### config.mk
export PLATFORM = sky130hd
export DESIGN_NAME = serial_command_line_decoder
export DESIGN_NICKNAME = d
export VERILOG_FILES = /design/src/hdl/scld_pkg.sv /design/src/hdl/scld_num.sv /design/src/hdl/scld_line.sv /design/src/hdl/serial_command_line_decoder.sv
export SDC_FILE = /design/constraint.sdc
export NUM_CORES = 1
export LEC_CHECK = 0
export BUFFER_PORTS_ARGS = -buffer_cell sky130_fd_sc_hd__buf_2
export CAP_MARGIN = 20
export CORE_MARGIN = 10
export CORE_UTILIZATION = 55
export CTS_BUF_LIST = sky130_fd_sc_hd__clkbuf_8
export DETAILED_ROUTE_END_ITERATION = 16
export PLACE_DENSITY = 0.82
export SLEW_MARGIN = 20
export SYNTH_ARGS = -nofsm -noshare
export SYNTH_HDL_FRONTEND = slang
export SYNTH_HIERARCHICAL = 1
export SYNTH_SLANG_ARGS = --single-unit
### constraint.sdc
create_clock -name i_clk -period 4 [get_ports i_clk]
set_input_delay 0.2 -clock i_clk [delete_from_list [all_inputs] [get_ports i_clk]]
set_output_delay 0.2 -clock i_clk [all_outputs]
set_load 0.005 [all_outputs]
### src/hdl/scld_pkg.sv
package scld_pkg;

    // Characters kept per line; later characters of the line are dropped.
    localparam int LINE_LIMIT = 15;
    localparam int CNT_W      = $clog2(LINE_LIMIT + 1);

    localparam logic [7:0] CH_NUL   = 8'h00;
    localparam logic [7:0] CH_TAB   = 8'h09;
    localparam logic [7:0] CH_LF    = 8'h0A;
    localparam logic [7:0] CH_CR    = 8'h0D;
    localparam logic [7:0] CH_SPACE = 8'h20;
    localparam logic [7:0] CH_PLUS  = 8'h2B;
    localparam logic [7:0] CH_COMMA = 8'h2C;
    localparam logic [7:0] CH_MINUS = 8'h2D;
    localparam logic [7:0] CH_0     = 8'h30;
    localparam logic [7:0] CH_1     = 8'h31;
    localparam logic [7:0] CH_3     = 8'h33;
    localparam logic [7:0] CH_4     = 8'h34;
    localparam logic [7:0] CH_9     = 8'h39;
    localparam logic [7:0] CH_COLON = 8'h3A;
    localparam logic [7:0] CH_C     = 8'h43;
    localparam logic [7:0] CH_D     = 8'h44;
    localparam logic [7:0] CH_M     = 8'h4D;
    localparam logic [7:0] CH_O     = 8'h4F;
    localparam logic [7:0] CH_S     = 8'h53;

    // Mode in which servo and drive lines are honored.
    localparam logic [1:0] MODE_REMOTE = 2'd3;

    typedef enum logic [1:0] {
        KIND_MODE  = 2'd0,
        KIND_SERVO = 2'd1,
        KIND_DRIVE = 2'd2
    } t_cmd_kind;

    typedef enum logic [1:0] {
        NUM_SKIP,
        NUM_DIGITS,
        NUM_STOP
    } t_num_phase;

    typedef struct packed {
        logic clr;
        logic feed;
    } t_num_ctl;

    typedef struct packed {
        logic       mode_hit;
        logic [1:0] mode_val;
        logic       servo_hit;
        logic [1:0] servo_num;
        logic       drive_hit;
    } t_line_stat;

    // Characters of the mode prefix, position 0 to 4.
    function automatic logic [7:0] modo_char(input logic [2:0] k);
        logic [7:0] c;
        case (k)
            3'd0:    c = CH_M;
            3'd1:    c = CH_O;
            3'd2:    c = CH_D;
            3'd3:    c = CH_O;
            default: c = CH_COLON;
        endcase
        return c;
    endfunction

    function automatic logic is_blank(input logic [7:0] c);
        return (c == CH_SPACE) || ((c >= CH_TAB) && (c <= CH_CR));
    endfunction

    function automatic logic is_digit(input logic [7:0] c);
        return (c >= CH_0) && (c <= CH_9);
    endfunction

endpackage

### src/hdl/scld_num.sv
module scld_num (
    input  logic                    i_clk,
    input  logic                    i_rst_n,
    input  scld_pkg::t_num_ctl      i_ctl,
    input  logic [7:0]              i_byte,
    output logic signed [15:0]      o_value
);

    scld_pkg::t_num_phase r_phase, n_phase;
    logic                 r_neg, n_neg;
    logic [15:0]          r_acc, n_acc;
    logic [15:0]          digit;

    assign digit = {12'd0, i_byte[3:0]};

    always_ff @(posedge i_clk) begin
        if (!i_rst_n) begin
            r_phase <= scld_pkg::NUM_SKIP;
            r_neg   <= 1'b0;
            r_acc   <= '0;
        end else begin
            r_phase <= n_phase;
            r_neg   <= n_neg;
            r_acc   <= n_acc;
        end
    end

    always_comb begin
        n_phase = r_phase;
        n_neg   = r_neg;
        n_acc   = r_acc;
        if (i_ctl.clr) begin
            n_phase = scld_pkg::NUM_SKIP;
            n_neg   = 1'b0;
            n_acc   = '0;
        end else if (i_ctl.feed) begin
            case (r_phase)
                scld_pkg::NUM_SKIP: begin
                    if (scld_pkg::is_blank(i_byte)) begin
                        n_phase = scld_pkg::NUM_SKIP;
                    end else if (i_byte == scld_pkg::CH_PLUS || i_byte == scld_pkg::CH_MINUS) begin
                        n_neg   = (i_byte == scld_pkg::CH_MINUS);
                        n_phase = scld_pkg::NUM_DIGITS;
                    end else if (scld_pkg::is_digit(i_byte)) begin
                        n_acc   = digit;
                        n_phase = scld_pkg::NUM_DIGITS;
                    end else begin
                        n_phase = scld_pkg::NUM_STOP;
                    end
                end
                scld_pkg::NUM_DIGITS: begin
                    if (scld_pkg::is_digit(i_byte)) begin
                        // acc * 10 + digit, modulo 2^16
                        n_acc = (r_acc << 3) + (r_acc << 1) + digit;
                    end else begin
                        n_phase = scld_pkg::NUM_STOP;
                    end
                end
                default: begin
                    n_phase = scld_pkg::NUM_STOP;
                end
            endcase
        end
    end

    assign o_value = r_neg ? $signed(16'd0 - r_acc) : $signed(r_acc);

endmodule

### src/hdl/scld_line.sv
module scld_line (
    input  logic                    i_clk,
    input  logic                    i_rst_n,
    input  logic                    i_take,
    input  logic [7:0]              i_byte,
    output scld_pkg::t_line_stat    o_stat,
    output scld_pkg::t_num_ctl      o_num1_ctl,
    output scld_pkg::t_num_ctl      o_num2_ctl
);

    logic [scld_pkg::CNT_W-1:0] r_count, n_count;
    logic       r_dead, n_dead;
    logic       r_mod_ok, n_mod_ok;
    logic       r_s_ok, n_s_ok;
    logic       r_c_ok, n_c_ok;
    logic       r_mode_hit, n_mode_hit;
    logic [1:0] r_mode_val, n_mode_val;
    logic       r_s_hit, n_s_hit;
    logic [1:0] r_servo_num, n_servo_num;
    logic       r_c_hit, n_c_hit;
    logic       r_comma, n_comma;
    logic       eol;

    assign eol = i_take && (i_byte == scld_pkg::CH_LF || i_byte == scld_pkg::CH_CR);

    always_ff @(posedge i_clk) begin
        if (!i_rst_n) begin
            r_count     <= '0;
            r_dead      <= 1'b0;
            r_mod_ok    <= 1'b1;
            r_s_ok      <= 1'b0;
            r_c_ok      <= 1'b0;
            r_mode_hit  <= 1'b0;
            r_mode_val  <= '0;
            r_s_hit     <= 1'b0;
            r_servo_num <= '0;
            r_c_hit     <= 1'b0;
            r_comma     <= 1'b0;
        end else begin
            r_count     <= n_count;
            r_dead      <= n_dead;
            r_mod_ok    <= n_mod_ok;
            r_s_ok      <= n_s_ok;
            r_c_ok      <= n_c_ok;
            r_mode_hit  <= n_mode_hit;
            r_mode_val  <= n_mode_val;
            r_s_hit     <= n_s_hit;
            r_servo_num <= n_servo_num;
            r_c_hit     <= n_c_hit;
            r_comma     <= n_comma;
        end
    end

    always_comb begin
        n_count     = r_count;
        n_dead      = r_dead;
        n_mod_ok    = r_mod_ok;
        n_s_ok      = r_s_ok;
        n_c_ok      = r_c_ok;
        n_mode_hit  = r_mode_hit;
        n_mode_val  = r_mode_val;
        n_s_hit     = r_s_hit;
        n_servo_num = r_servo_num;
        n_c_hit     = r_c_hit;
        n_comma     = r_comma;
        o_num1_ctl  = '{clr: eol, feed: 1'b0};
        o_num2_ctl  = '{clr: eol, feed: 1'b0};
        if (eol) begin
            // start a fresh line
            n_count     = '0;
            n_dead      = 1'b0;
            n_mod_ok    = 1'b1;
            n_s_ok      = 1'b0;
            n_c_ok      = 1'b0;
            n_mode_hit  = 1'b0;
            n_mode_val  = '0;
            n_s_hit     = 1'b0;
            n_servo_num = '0;
            n_c_hit     = 1'b0;
            n_comma     = 1'b0;
        end else if (i_take && !r_dead &&
                     r_count < scld_pkg::CNT_W'(scld_pkg::LINE_LIMIT)) begin
            n_count = r_count + 1'b1;
            if (i_byte == scld_pkg::CH_NUL) begin
                // a zero byte ends the decoded text
                n_dead = 1'b1;
            end else begin
                if (r_count < scld_pkg::CNT_W'(5)) begin
                    if (i_byte != scld_pkg::modo_char(r_count[2:0])) begin
                        n_mod_ok = 1'b0;
                    end
                end else if (r_count == scld_pkg::CNT_W'(5)) begin
                    if (r_mod_ok && i_byte inside {[scld_pkg::CH_1:scld_pkg::CH_3]}) begin
                        n_mode_hit = 1'b1;
                        n_mode_val = i_byte[1:0];
                    end
                    n_mod_ok = 1'b0;
                end

                if (r_count == scld_pkg::CNT_W'(0)) begin
                    n_s_ok = (i_byte == scld_pkg::CH_S);
                    n_c_ok = (i_byte == scld_pkg::CH_C);
                end else if (r_count == scld_pkg::CNT_W'(1)) begin
                    if (r_s_ok && i_byte inside {[scld_pkg::CH_1:scld_pkg::CH_4]}) begin
                        n_servo_num = 2'(i_byte - scld_pkg::CH_1);
                    end else begin
                        n_s_ok = 1'b0;
                    end
                    if (r_c_ok && i_byte == scld_pkg::CH_COLON) begin
                        n_c_hit = 1'b1;
                    end
                    n_c_ok = 1'b0;
                end else if (r_count == scld_pkg::CNT_W'(2)) begin
                    if (r_s_ok && i_byte == scld_pkg::CH_COLON) begin
                        n_s_hit = 1'b1;
                    end
                    n_s_ok = 1'b0;
                end

                // route body characters to the number parsers
                if (r_s_hit) begin
                    o_num1_ctl.feed = 1'b1;
                end else if (r_c_hit) begin
                    if (!r_comma) begin
                        if (i_byte == scld_pkg::CH_COMMA) begin
                            n_comma = 1'b1;
                        end else begin
                            o_num1_ctl.feed = 1'b1;
                        end
                    end else begin
                        o_num2_ctl.feed = 1'b1;
                    end
                end
            end
        end
    end

    assign o_stat = '{
        mode_hit:  r_mode_hit,
        mode_val:  r_mode_val,
        servo_hit: r_s_hit,
        servo_num: r_servo_num,
        drive_hit: r_c_hit && r_comma
    };

endmodule

### src/hdl/serial_command_line_decoder.sv
// Serial command line decoder. Feed received characters one per request on
// i_rx_byte; a line ends at CR or LF and only its first 15 characters count
// (text after a zero byte is ignored). At the line end the decoded command,
// if any, shows in the next cycle as a single result request: MODO:1..3 sets
// the control mode in any mode, while Sn:value (n = 1..4, value mod 256) and
// C:left,right (speeds mod 65536) are honored only in mode 3. Unmatched or
// empty lines give nothing. Fields not used by the command kind read as zero,
// and o_control_mode always shows the mode after the command. One character
// is taken every cycle unless stalled: each character updates the prefix
// trackers and the two number accumulators directly, so there is no per-line
// decode delay. Input requests stall only while a finished result is held and
// the downstream side stalls it.
module serial_command_line_decoder (
    input  logic                i_clk,
    input  logic                i_rst_n,
    input  logic                i_valid,
    output logic                o_stall,
    input  logic [7:0]          i_rx_byte,
    output logic                o_valid,
    input  logic                i_stall,
    output logic [1:0]          o_command_kind,
    output logic [1:0]          o_servo_number,
    output logic [7:0]          o_servo_value,
    output logic signed [15:0]  o_speed_left,
    output logic signed [15:0]  o_speed_right,
    output logic [1:0]          o_control_mode
);

    scld_pkg::t_line_stat line_stat;
    scld_pkg::t_num_ctl   num1_ctl, num2_ctl;
    logic signed [15:0]   num1_value, num2_value;

    logic       take;
    logic       eol;
    logic       hit;
    logic [1:0] r_mode, n_mode;
    logic       r_valid, n_valid;

    // result payload registers: loaded only with a new result, no reset
    scld_pkg::t_cmd_kind r_kind, n_kind;
    logic [1:0]          r_servo_num, n_servo_num;
    logic [7:0]          r_servo_val, n_servo_val;
    logic signed [15:0]  r_left, n_left;
    logic signed [15:0]  r_right, n_right;
    logic [1:0]          r_res_mode, n_res_mode;

    // Hold input only when a result is parked and downstream is stalled.
    assign o_stall = r_valid && i_stall;
    assign take    = i_valid && !o_stall;
    assign eol     = take && (i_rx_byte == scld_pkg::CH_LF || i_rx_byte == scld_pkg::CH_CR);

    scld_line u_line (
        .i_clk      (i_clk),
        .i_rst_n    (i_rst_n),
        .i_take     (take),
        .i_byte     (i_rx_byte),
        .o_stat     (line_stat),
        .o_num1_ctl (num1_ctl),
        .o_num2_ctl (num2_ctl)
    );

    scld_num u_num1 (
        .i_clk   (i_clk),
        .i_rst_n (i_rst_n),
        .i_ctl   (num1_ctl),
        .i_byte  (i_rx_byte),
        .o_value (num1_value)
    );

    scld_num u_num2 (
        .i_clk   (i_clk),
        .i_rst_n (i_rst_n),
        .i_ctl   (num2_ctl),
        .i_byte  (i_rx_byte),
        .o_value (num2_value)
    );

    // Decode the finished line from the tracker flags at the line end.
    always_comb begin
        hit         = 1'b0;
        n_mode      = r_mode;
        n_kind      = r_kind;
        n_servo_num = r_servo_num;
        n_servo_val = r_servo_val;
        n_left      = r_left;
        n_right     = r_right;
        n_res_mode  = r_res_mode;
        if (eol) begin
            if (line_stat.mode_hit) begin
                hit         = 1'b1;
                n_mode      = line_stat.mode_val;
                n_kind      = scld_pkg::KIND_MODE;
                n_servo_num = '0;
                n_servo_val = '0;
                n_left      = '0;
                n_right     = '0;
                n_res_mode  = line_stat.mode_val;
            end else if (r_mode == scld_pkg::MODE_REMOTE) begin
                if (line_stat.servo_hit) begin
                    hit         = 1'b1;
                    n_kind      = scld_pkg::KIND_SERVO;
                    n_servo_num = line_stat.servo_num;
                    n_servo_val = num1_value[7:0];
                    n_left      = '0;
                    n_right     = '0;
                    n_res_mode  = r_mode;
                end else if (line_stat.drive_hit) begin
                    hit         = 1'b1;
                    n_kind      = scld_pkg::KIND_DRIVE;
                    n_servo_num = '0;
                    n_servo_val = '0;
                    n_left      = num1_value;
                    n_right     = num2_value;
                    n_res_mode  = r_mode;
                end
            end
        end
        // advance: a new result replaces one being taken; a stalled one holds, else valid drops
        n_valid = hit ? 1'b1 : (r_valid && i_stall);
    end

    always_ff @(posedge i_clk) begin
        if (!i_rst_n) begin
            r_mode  <= '0;
            r_valid <= 1'b0;
        end else begin
            r_mode  <= n_mode;
            r_valid <= n_valid;
        end
    end

    always_ff @(posedge i_clk) begin
        r_kind      <= n_kind;
        r_servo_num <= n_servo_num;
        r_servo_val <= n_servo_val;
        r_left      <= n_left;
        r_right     <= n_right;
        r_res_mode  <= n_res_mode;
    end

    assign o_valid        = r_valid;
    assign o_command_kind = r_kind;
    assign o_servo_number = r_servo_num;
    assign o_servo_value  = r_servo_val;
    assign o_speed_left   = r_left;
    assign o_speed_right  = r_right;
    assign o_control_mode = r_res_mode;

endmodule

# Yosys cells after proc, flatten, opt, wreduce, memory -nomap -nowiden
# Index checks and enable logic that the tools add are counted.
[word_totals]
reg_bits = 103
inputBits = 12
word_cells = 199
[op_classes]
n_addsub = 8
magnitude_cmp = 9
n_eq_ne = 31
mux = 69
bitwise_logic = 7
reduce_logical = 50
[ops]
columns = ["op", "count"]
rows = [
  ["$mux W16", 13],
  ["$pmux W16 S2", 2],
  ["$mux W8", 7],
  ["$eq A8 B6 Y1 const B", 5],
  ["$add A16 B16 Y16", 2],
  ["$add A16 B4 Y16", 2],
  ["$sub A1 B16 Y16 const A", 2],
  ["$mux W1", 30],
  ["$mux W2", 14],
  ["$le A8 B6 Y1 const B", 3],
  ["$pmux W7 S3", 1],
  ["$reduce_and A4 Y1", 5],
  ["$ne A2 B2 Y1 const B", 9],
  ["$reduce_and A6 Y1", 3],
  ["$eq A8 B4 Y1 const B", 2],
  ["$eq A8 B7 Y1 const B", 2],
  ["$ge A8 B6 Y1 const B", 2],
  ["$reduce_and A5 Y1", 3],
  ["$logic_and A1 B1 Y1", 14],
  ["$reduce_bool A2 Y1", 5],
  ["$ge A8 B4 Y1 const B", 1],
  ["$le A8 B4 Y1 const B", 1],
  ["$logic_not A8 Y1", 1],
  ["$ne A8 B8 Y1", 1],
  ["24 further kinds", 44],
]

# Depth between registers and ports, before layout
# Gate-level depths: netlist of the first run.
[logic_depth]
ltp_word = 10
ltp_mapped = 11
depth_no_buf = 11

# Cells and area by module
# The synthesis of the first run kept the hierarchy.
[modules_own_cells]
columns = ["mod", "instances", "cells_per_inst", "area_per_inst_um2", "seq_area_each_um2"]
rows = [
  ["scld_num (u_num1)", 1, 244, 1921.8, 380.4],
  ["serial_command_line_decoder", 1, 121, 1911.8, 1441.4],
  ["scld_num (u_num2)", 1, 230, 1883.1, 380.4],
  ["scld_line", 1, 148, 1229.9, 320.3],
]

# Worst setup path before layout of the first run
# OpenSTA, ideal clock, no wires.
[synth_path]
path_kind = "reg-to-reg"
from = "register u_line.r_s_hit"
to = "register r_kind[0] (netlist: o_command_kind[0]), enable pin"
setup_time_ps = 450
arrival_ps = 2595
t_required_ps = 3550
path_slack_ps = 955
path_stages_with_launch = 5
period_less_slack_ps = 3045
path_cell_list = "dfxtp_1 buf_4 or2_2 a31oi_1 nor2_1"
[synth_between]
elab_chain_cells = 2
[synth_lines]
columns = ["item", "line_no", "rtl"]
rows = [
  ["start: declaration", "scld_line.sv:18", "logic r_s_hit, n_s_hit;"],
  ["start signal: assignment", "scld_line.sv:47", "r_s_hit <= n_s_hit;"],
  ["$reduce_bool A3 Y1 (no source line)", "-", ""],
  ["$reduce_and A3 Y1 (no source line)", "-", ""],
  ["end signal: assignment", "serial_command_line_decoder.sv:133", "r_kind <= n_kind;"],
  ["end: declaration", "serial_command_line_decoder.sv:40", "scld_pkg::t_cmd_kind r_kind, n_kind;"],
]
# Every way passes these cells.
# A chain may end at the register's enable or synchronous reset.

# Worst setup path after layout of the first run
[layout_path]
from = "register u_num2.r_acc[0]"
to = "register u_num2.r_acc[14]"
[layout_between]
elab_chain_cells = 4
[layout_lines]
columns = ["item", "line_no", "rtl"]
rows = [
  ["start: declaration", "scld_num.sv:11", "logic [15:0] r_acc, n_acc;"],
  ["start signal: assignment", "scld_num.sv:24", "r_acc <= n_acc;"],
  ["$add A16 B16 Y16", "scld_num.sv:54", "n_acc = (r_acc << 3) + (r_acc << 1) + digit;"],
  ["$add A16 B4 Y16", "scld_num.sv:54", ""],
  ["$mux W16", "scld_num.sv:52", "if (scld_pkg::is_digit(i_byte)) begin"],
  ["$pmux W16 S2", "scld_num.sv:37", "case (r_phase)"],
]
# Every way passes these cells. The select of a mux whose other input is x is not followed.

==> results.json, run 1 <==
{
  "drcViolationCount": 0,
  "grt_pass1_vias": 5582,
  "detailedRoute.firstIterationViolations": 432,
  "gp_congestion": 0.924,
  "final.setup.tns_ns": 0,
  "cts_tree": "yes",
  "layout.nets": 871,
  "slowest_stage": "fa_1",
  "die_y_um": 132,
  "antenna_found_initial": 0,
  "num_antenna_cells": 0,
  "io_buffer_count": 59,
  "ios": 60,
  "ys_types": 86,
  "cp_top_family": "compound AO/OA/AOI/OAI gates",
  "path_max_fanout": 7,
  "via_count": 5742,
  "rr_worst_depth": 10,
  "leakagePower_nw": 3.04,
  "fmax_mhz": 334,
  "reg2reg_from": "u_num2/r_acc[0]$_SDFFE_PP0P_",
  "hold_class": "in -> reg",
  "hp-start": "i_rst_n",
  "fin_cells": 965,
  "grt_max_degree": 34,
  "synth_top_family_by_area": "simple AND/OR/NAND/NOR gates",
  "power_w": 0.00187,
  "synthCells": 743,
  "drt_pass1_iterations": 5,
  "synthAdderAreaFrac_pct": 12.5,
  "status": "finished, final reports clean",
  "drv_cap": 0,
  "core_area_um2": 12200,
  "routedWlPerCell_um": 16.5,
  "synth-compound-area-share_pct": 15.3,
  "synthSimpleGateAreaFrac_pct": 23.7,
  "grt_usage_pct": 17.9,
  "p_per_area_nw_per_um2": 247,
  "place_hpwl_mm": 11.9,
  "drv_slew": 0,
  "worstHoldEndpoint": "o_valid$_SDFF_PN0_",
  "grt_pass1_wl_mm": 26.9,
  "syn-cell-area_um2": 6950,
  "hold_violations": 0,
  "viasPerCell": 5.95,
  "synthMuxAreaShare_pct": 1.35,
  "die-width_um": 132,
  "n_fill_cell": 1054,
  "endpoint_kind": "flip-flop",
  "crit_required_ns": 4.29,
  "criticalPathCategory": "reg -> reg",
  "gr-total-overflow": 0,
  "dpl.cell_count": 949,
  "ant_nets": 0,
  "critPathLaunchType": "flip-flop",
  "holdPathStages": 2,
  "ys_ff_latch": 103,
  "cts_hold_buf": 0,
  "min_period_ns": 2.99,
  "rsz0062_at_grt": "false",
  "yosysSeqAreaShare_pct": 36.3,
  "max_stage_delay_ns": 0.52,
  "cp.arrival_ns": 3.28,
  "synthFlopType": "dfxtp_1",
  "routed_wl_mm": 15.9,
  "root_buffer": "clkbuf_8",
  "clock_latency_ns": 0.38,
  "worst-path-buf-inv": 1,
  "std_cell_rows": 40,
  "synth-edff-count": 46,
  "clk_pin_slew_ns": 0.11,
  "ctsHtreeMaxLevel": 3,
  "die_area_um2": 17500,
  "drive_above_1_share_pct": 14.2,
  "r2r_slack_ns": 1.01,
  "crit_top_cell": "fa_1",
  "post_cts_resized": 0,
  "cts.path.max_buffers": 2,
  "vdd_drop_max_v": 0.000208,
  "synth_xor_area_share_pct": 6.93,
  "async_flop_share_pct": 0,
  "reg2reg_to": "u_num2/r_acc[14]$_SDFFE_PP0P_",
  "floorplan.initialDensity_pct": 56.9,
  "tightest_slew_ns": 1.00,
  "post-route-period-util_pct": 74.9,
  "fin_skew_ns": 0.0118,
  "synth_warnings": 6,
  "cts_sinks": 103,
  "postCtsSetupRepairBufs": 0,
  "avgSynthCellArea_um2": 9.35,
  "synth_nets": 822,
  "setup_violations": 0,
  "maxSlewHeadroom_pct": 32.8,
  "cts_made_buffers": 9,
  "area_delta_synth_final_pct": 8.88,
  "cp_cell_sequence": "inv_1 -> fa_1 -> fa_1 -> nand2b_2 -> a21oi_2 -> a211oi_2 -> a221o_1 -> a31oi_1 -> o21ai_0 -> a32o_1"
}
==> metal layers <==
metal / track usage [%] / vias to the layer above / routed length (um)
li1: - / 2796 / -
met1: 22.0 / 2735 / 7040
met2: 30.7 / 188 / 7770
met3: 3.20 / 23 / 876
met4: 5.68 / 0 / 230
met5: 0 / - / 0
==> per-stage QoR <==
stage	instance area (um^2)	util [%]	hold slack [ns]	setup slack, ns
6_report	7560	61.9	0.148	1.01
5_1_grt	7560	61.9	0.153	0.743
3_5_place_dp	7370	60.3	0.468	0.980
2_1_floorplan	6950	-	0.307	0.955
3_3_place_gp	7370	60.3	0.458	1.08
4_1_cts	7560	61.9	0.131	1.01
==> cell usage in the layout, fill, tap and decap left out, types with 6 or more instances in the layout <==
master and n:
nor2_1 40, xor2_1 10, nand3_1 13, buf_2 59, nor3_1 13, a21oi_1 42
nand2_1 64, and3_1 6, a211oi_1 7, a31oi_1 12, dfxtp_1 57, nand4_1 16
o21ai_0 40, buf_4 6, inv_1 35, nand2b_1 18, o31ai_1 7, and2_1 44
mux2i_1 6, ha_1 63, nor4_1 7, xnor2_1 45, edfxtp_1 46, nor2b_1 10
nand3b_1 8, clkbuf_8 9
==> worst max path at each step <==
stage,start,slack [ns],end,cells past startpoint
floorplan,u_line/r_s_hit$_SDFFE_PP0P_,0.96,o_command_kind[0]$_SDFFCE_PP0P_,4
global placement,i_rx_byte[1],1.08,u_num2/r_acc[13]$_SDFFE_PP0P_,10
detailed placement,i_rx_byte[1],0.98,u_num1/r_acc[13]$_SDFFE_PP0P_,11
CTS,u_num2/r_acc[0]$_SDFFE_PP0P_,1.01,u_num2/r_acc[14]$_SDFFE_PP0P_,10
global route,o_valid$_SDFF_PN0_,0.74,u_num1/r_acc[13]$_SDFFE_PP0P_,10
finish,u_num2/r_acc[0]$_SDFFE_PP0P_,1.01,u_num2/r_acc[14]$_SDFFE_PP0P_,10
==> worst reg2reg max path, stage by stage (launching register included) <==
cell,delay (ns)
dfxtp_1,0.47
inv_1,0.12
fa_1,0.52
fa_1,0.45
nand2b_2,0.22
a21oi_2,0.14
a211oi_2,0.07
a221o_1,0.37
a31oi_1,0.18
o21ai_0,0.10
a32o_1,0.26
==> synth_stat cells (all sizes together), types with 17 or more instances <==
master | number | area share, %
ha | 63 | 11
nand4 | 17 | 1.7
dfxtp | 57 | 16
edfxtp | 46 | 20
clkbuf | 17 | 1.1
a21oi | 43 | 3.2
inv | 35 | 1.9
and2 | 45 | 4.1
nor2 | 43 | 2.5
o21ai | 44 | 3.3
nand2b | 19 | 1.7
xnor2 | 45 | 5.7
nand2 | 64 | 3.5
==> cells by family (layout without fill, tap and decap cells) <==
kind of cell / after synthesis / in the layout
adder cells (fa/ha/maj): 67 / 67
flip-flops: 103 / 103
XOR/XNOR: 55 / 55
AND/OR/NAND/NOR: 284 / 284
buffers and inverters: 62 / 116
AO/OA/AOI/OAI: 163 / 163
multiplexers: 9 / 9
==> power breakdown <==
part / internal, W / total, W / switching, W
Combinational: 0.0000413 / 0.000118 / 0.0000764
Sequential: 0.00109 / 0.00110 / 0.00000639
Clock: 0.000247 / 0.000650 / 0.000403
==> final cells by class <==
type / instances / area, um^2 / share of cell area, %
inverters: 35 / 131 / 1.74
clock buffers: 9 / 124 / 1.64
well taps: 168 / 210 / 2.78
multi-input cells: 578 / 4170 / 55.1
clock inverters: 7 / 68.8 / 0.910
repair buffers: 65 / 340 / 4.50
flip-flops and latches: 103 / 2520 / 33.3
==> sequential cells by signal, summed over array words and instances, names as in the netlist, 2 cells and up <==
name / cells
u_num2/r_phase: 2
u_num2/r_acc: 16
o_servo_value: 8
u_num1/r_acc: 16
o_speed_left: 16
o_control_mode: 2
u_line/r_count: 4
u_line/r_servo_num: 2
u_num1/r_phase: 2
o_servo_number: 2
o_command_kind: 2
u_line/r_mode_val: 2
o_speed_right: 16
r_mode: 2
No activity file was read; power rests on OpenSTA's default activity.
==> inputs of run 2 (changes only) <==
Settings changed: ABC_AREA set to 1.
Clock period 4 ns to 3.1 ns, I/O delays scaled along.
==> run 2 against run 1 <==
  * Global-route usage is 0.36 points higher
  * Clock-buffer cell count stayed put
  * Synthesized cell count is 48% higher
  * Maximum frequency is 21% higher
==> results.json, run 2 <==
{
  "p_per_area_nw_per_um2": 282,
  "crit_start": "u_line/r_count[0]$_SDFFE_PP0P_",
  "netlist.area_leader.share_pct": 17.8,
  "grt_max_degree": 45,
  "critPathLaunchType": "flip-flop",
  "cts_hold_buf": 0,
  "crit_required_ns": 3.40,
  "endpoint_kind": "flip-flop",
  "status": "finished, final reports clean",
  "vdd_drop_max_v": 0.000175,
  "hold_class": "in -> reg",
  "yosysSeqAreaShare_pct": 32.5,
  "core_area_um2": 13800,
  "rsz0062_at_grt": "false",
  "dp_slack_ns": 0.521,
  "ios": 60,
  "cts.path.max_buffers": 2,
  "antenna_found_initial": 1,
  "grt_pass1_wl_mm": 30.4,
  "rr_worst_depth": 13,
  "gp_congestion": 0.963,
  "leakagePower_nw": 4.00,
  "global_route.usage.met2_pct": 31.0,
  "drv_cap": 0,
  "drt_pass1_iterations": 5,
  "yosys.area.top_type": "edfxtp_1",
  "synthCells": 1097,
  "post-route-period-util_pct": 80.1,
  "drv_slew": 0,
  "via_count": 6785,
  "floorplan.initialDensity_pct": 56.1,
  "die_area_um2": 19300,
  "routed_wl_mm": 17.7,
  "area_delta_synth_final_pct": 6.75,
  "hold_violations": 0,
  "dpl.cell_count": 1316,
  "holdPathStages": 3,
  "ctsHtreeMaxLevel": 3,
  "layout_setup_ws_ns": 0.615,
  "reg2reg_from": "u_line/r_count[0]$_SDFFE_PP0P_",
  "cp.arrival_ns": 2.78,
  "post_cts_resized": 0,
  "cts_tree": "yes",
  "drcViolationCount": 0,
  "ant_nets": 0,
  "routedWlPerCell_um": 13.3,
  "detailedRoute.firstIterationViolations": 774,
  "n_fill_cell": 1261,
  "synth_nets": 1176,
  "std_cell_rows": 43,
  "grt_pass1_vias": 6382,
  "criticalPathCategory": "reg -> reg",
  "mostFrequentLayoutCell": "nand2_1",
  "async_flop_share_pct": 0,
  "global_route.usage.met3_pct": 3.05,
  "ys_types": 44,
  "grt.busiest_layer": "met2",
  "root_buffer": "clkbuf_8",
  "fin_skew_ns": 0.0127,
  "maxSlewHeadroom_pct": 61.4,
  "cts_sinks": 103,
  "tightest_slew_ns": 0.578,
  "place_hpwl_mm": 13.8,
  "hp-start": "i_stall",
  "postPlaceCellArea_um2": 8120,
  "drive_above_1_share_pct": 12.8,
  "ys_ff_latch": 103,
  "io_buffer_count": 59,
  "path_max_fanout": 12,
  "synth_warnings": 6,
  "clk_pin_slew_ns": 0.10,
  "final_cell_mix": "270 x nand2_1, 195 x inv_1, 152 x nor2_1",
  "layout.nets": 1226,
  "synth-edff-count": 46,
  "synthFlopType": "dfxtp_1",
  "min_period_ns": 2.48,
  "ys_top_cells_by_count": "270 x nand2_1, 194 x inv_1, 152 x nor2_1",
  "synth_area_leaders": "edfxtp_1 18%, dfxtp_1 15%, nand2_1 13%",
  "synth.most_common_cell": "nand2_1",
  "avgSynthCellArea_um2": 7.07,
  "cts_made_buffers": 9,
  "postCtsSetupRepairBufs": 0,
  "setup_violations": 0,
  "grt_use_met1_pct": 23.6,
  "power_w": 0.00234,
  "die_y_um": 139,
  "final.setup.tns_ns": 0,
  "clock_latency_ns": 0.37,
  "fmax_mhz": 402,
  "syn-cell-area_um2": 7760,
  "grt_usage_pct": 18.2,
  "viasPerCell": 5.09,
  "final_area_um2": 8290,
  "die-width_um": 139,
  "fin_cells": 1333,
  "gr-total-overflow": 0
}
[run 2: cell families (layout without fill, tap and decap cells)]
| family | after synthesis | count (layout) | synth area share, % |
|---|---|---|---|
| compound gates | 96 | 96 | 7.37 |
| xor+xnor | 38 | 38 | 4.29 |
| fa+ha+maj | 67 | 67 | 11.2 |
| buf+inv | 230 | 285 | 12.4 |
| flops | 103 | 103 | 32.5 |
| other cells | 0 | 1 | 0 |
| simple gates | 563 | 563 | 32.2 |
[run 2: final timing paths]
path                                                 endpoint  slack (ns)
worst max register to register  u_num2/r_acc[11]$_SDFFE_PP0P_        0.62
worst max-delay path            u_num2/r_acc[11]$_SDFFE_PP0P_        0.62
worst min register to register   u_line/r_mod_ok$_SDFFE_PP1P_        0.47
worst min-delay path                       o_valid$_SDFF_PN0_        0.07
[run 2: stage by stage]
stage          hold WS, ns  utilization (%)
4_1_cts             0.0512             59.9
3_3_place_gp         0.445             58.7
3_5_place_dp         0.452             58.7
6_report            0.0658             59.9
5_1_grt             0.0691             59.9
2_1_floorplan        0.276                -
[run 2: area by class of cell]
type | instances | area, um^2 | share of cell area (%)
multi-input combinational | 764 | 4280 | 51.6
sequential | 103 | 2520 | 30.4
inverter | 207 | 777 | 9.38
timing repair buffer | 62 | 318 | 3.84
tap | 180 | 225 | 2.72
clock buffer | 9 | 124 | 1.50
clock inverter | 7 | 41.3 | 0.498
antenna | 1 | 2.50 | 0.0302
[run 2: worst max-delay path, cell delays in order (launching register included)]
cell     delay, ns
dfxtp_1       0.42
ha_1          0.29
nand3_2       0.10
nand2_2       0.12
inv_2         0.13
nand2_1       0.14
nor3_2        0.15
nand2_1       0.09
nor2_1        0.28
nand4_2       0.16
nor2_2        0.10
buf_4         0.21
nand3_1       0.11
a21oi_1       0.12
[run 2: layer usage]
| metal | vias up | wire length, um | share of wire (%) |
|---|---|---|---|
| li1 | 3548 | - | - |
| met1 | 3073 | 8220 | 46 |
| met2 | 157 | 8450 | 48 |
| met3 | 7 | 887 | 5.0 |
| met4 | 0 | 119 | 0.67 |
| met5 | - | 0 | 0 |
[run 2: report_power, final]
group          switching [W]  leakage [nW]  internal, W
clock               0.000477        0.0880     0.000287
combinational       0.000114          3.10    0.0000444
sequential        0.00000627         0.817      0.00141
==> inputs of run 3 (changes only) <==
Settings changed: ABC_AREA 1 to 0, PLACE_DENSITY 0.82 to 0.85.
Clock period 3.1 ns to 2.1 ns, I/O delays scaled along.
==> run 3 against run 2 <==
  * The flow now finishes with violations (setup timing)
  * Design area increased by 15%
  * Maximum frequency shrank 9.2%
  * Setup slack worse by 1.3 ns
  * Sequential power up 46%
  * Non-clock buffer count increased by 155
  * Wire length increased by 27%
  * Clock-buffer cell count unchanged
  * Die area fell by 9.0%
  * Critical path depth down 2
  * Global-route usage increased by 2.8 points
  * Critical endpoint is now u_num1/r_acc[15]$_SDFFE_PP0P_
  * Highest routed layer unchanged
==> results.json, run 3 (synthesis results as in run 1) <==
{
  "comb_power_share_pct": 8.1,
  "rr_worst_depth": 11,
  "endpoint_kind": "flip-flop",
  "maxSlewHeadroom_pct": 34.9,
  "cts_made_buffers": 9,
  "leakagePower_nw": 3.97,
  "post-route-period-util_pct": 130,
  "power_w": 0.00374,
  "dpl.cell_count": 1056,
  "min_period_ns": 2.74,
  "ant_nets": 0,
  "criticalPathCategory": "reg -> reg",
  "die_y_um": 132,
  "grt_usage_pct": 21.0,
  "path_max_fanout": 3,
  "seq_power_share_pct": 55.7,
  "sw_frac_of_total_pct": 25.9,
  "n_fill_cell": 759,
  "cts.path.max_buffers": 2,
  "core_area_um2": 12200,
  "ctsHtreeMaxLevel": 3,
  "clock_latency_ns": 0.41,
  "setup_violations": 42,
  "post-route-util_pct": 78.0,
  "cts_tree": "yes",
  "grt_max_degree": 47,
  "die-width_um": 132,
  "reg2reg_to": "u_num1/r_acc[15]$_SDFFE_PP0P_",
  "layout_setup_ws_ns": -0.637,
  "gr-total-overflow": 0,
  "reg2reg_from": "u_num1/r_acc[2]$_SDFFE_PP0P_",
  "violations": "setup timing",
  "ios": 60,
  "worst-path-buf-inv": 3,
  "via_count": 6870,
  "drv_cap": 0,
  "grt_pass1_wl_mm": 31.0,
  "hold_violations": 0,
  "rsz0062_at_grt": "true",
  "antenna_found_initial": 0,
  "regArea_um2": 2540,
  "detailedRoute.firstIterationViolations": 721,
  "cp_top_family": "adder cells",
  "drv_slew": 0,
  "area_delta_synth_final_pct": 37.1,
  "mostFrequentLayoutCell": "buf_4",
  "num_antenna_cells": 0,
  "viasPerCell": 6.15,
  "layout.nets": 1023,
  "holdPathStages": 2,
  "multi_input_area_um2": 4840,
  "cts_hold_buf": 0,
  "hp-start": "i_rst_n",
  "grt_pass1_vias": 6439,
  "gp_congestion": 0.932,
  "whs_ns": 0.0275,
  "p_int_w": 0.00277,
  "clkPwrFrac_pct": 36.2,
  "fin_cells": 1117,
  "die_area_um2": 17500,
  "tightest_slew_ns": 0.975,
  "cts_sinks": 103,
  "cp.arrival_ns": 3.02,
  "std_cell_rows": 40,
  "routed_wl_mm": 22.4,
  "place_hpwl_mm": 13.3,
  "crit_required_ns": 2.38,
  "io_buffer_count": 59,
  "status": "finished, violations left",
  "power.switching_w": 0.000967,
  "drt_pass1_iterations": 5,
  "routedWlPerCell_um": 20.1,
  "final_cell_mix": "134 x buf_4, 59 x buf_2, 54 x ha_1",
  "vdd_drop_max_v": 0.000394,
  "fmax_mhz": 365,
  "p_per_area_nw_per_um2": 393,
  "cp_cell_sequence": "inv_4 -> fa_1 -> inv_1 -> ha_1 -> a21o_1 -> nand4_1 -> a21oi_4 -> buf_6 -> a31oi_4 -> xnor2_1 -> o21ai_1",
  "drcViolationCount": 0,
  "max_stage_delay_ns": 0.52,
  "worstHoldEndpoint": "o_valid$_SDFF_PN0_",
  "drive_above_1_share_pct": 39.1,
  "r2r_slack_ns": -0.64,
  "fin_skew_ns": 0.0234,
  "critPathLaunchType": "flip-flop",
  "clk_pin_slew_ns": 0.12,
  "hold_class": "in -> reg",
  "final.setup.tns_ns": -9.66,
  "root_buffer": "clkbuf_8",
  "floorplan.initialDensity_pct": 56.9,
  "slowest_stage": "fa_1"
}
-- run 3: metal layers --
metal  vias to the layer above  track usage (%)  wire length (um)
met5                         -                0                 0
met4                         0             7.46              1260
met3                       106             3.51              1580
met2                       373             38.7             11100
met1                      3282             23.7              8470
li1                       3109                -                 -
-- run 3: how the worst max path moves through the flow --
stage | from | to | slack (ns) | cells past startpoint
4_1_cts | u_num2/r_acc[2]$_SDFFE_PP0P_ | u_num2/r_acc[14]$_SDFFE_PP0P_ | -0.43 | 10
5_1_grt | u_num1/r_acc[2]$_SDFFE_PP0P_ | u_num1/r_acc[15]$_SDFFE_PP0P_ | -0.61 | 11
2_1_floorplan | u_num2/r_acc[2]$_SDFFE_PP0P_ | u_num2/r_acc[14]$_SDFFE_PP0P_ | -0.37 | 10
3_3_place_gp | u_num2/r_acc[2]$_SDFFE_PP0P_ | u_num2/r_acc[13]$_SDFFE_PP0P_ | -0.37 | 10
6_report | u_num1/r_acc[2]$_SDFFE_PP0P_ | u_num1/r_acc[15]$_SDFFE_PP0P_ | -0.64 | 11
3_5_place_dp | u_num2/r_acc[2]$_SDFFE_PP0P_ | u_num2/r_acc[13]$_SDFFE_PP0P_ | -0.44 | 10
-- run 3: repair_timing --
action / CTS / global route
endpoints found under the setup margin: 37 / 46
resized for setup: 57 / 87
setup buffers: 23 / 26
pin swaps: 43 / 70
-- run 3: cell type report --
class | instances | area share (%)
clock inverters | 7 | 0.828
clock buffers | 9 | 1.30
repair buffers | 217 | 16.8
multi-input cells | 578 | 50.8
inverters | 35 | 1.41
well taps | 168 | 2.21
flip-flops and latches | 103 | 26.7
-- run 3: stage by stage --
stage          worst slack [ns]  instance area, um^2
6_report                 -0.637                 9530
5_1_grt                  -0.611                 9530
3_3_place_gp             -0.371                 8300
2_1_floorplan            -0.365                 7070
4_1_cts                  -0.426                 8940
3_5_place_dp             -0.437                 8300
-- run 3: power by group through the flow --
stage          Clock (W)  Combinational [W]  Sequential, W
2_1_floorplan          0           0.000145        0.00213
3_3_place_gp           0           0.000265        0.00213
3_5_place_dp           0           0.000273        0.00213
4_1_cts          0.00133           0.000278        0.00208
5_1_grt          0.00144           0.000327        0.00209
6_report         0.00135           0.000303        0.00208
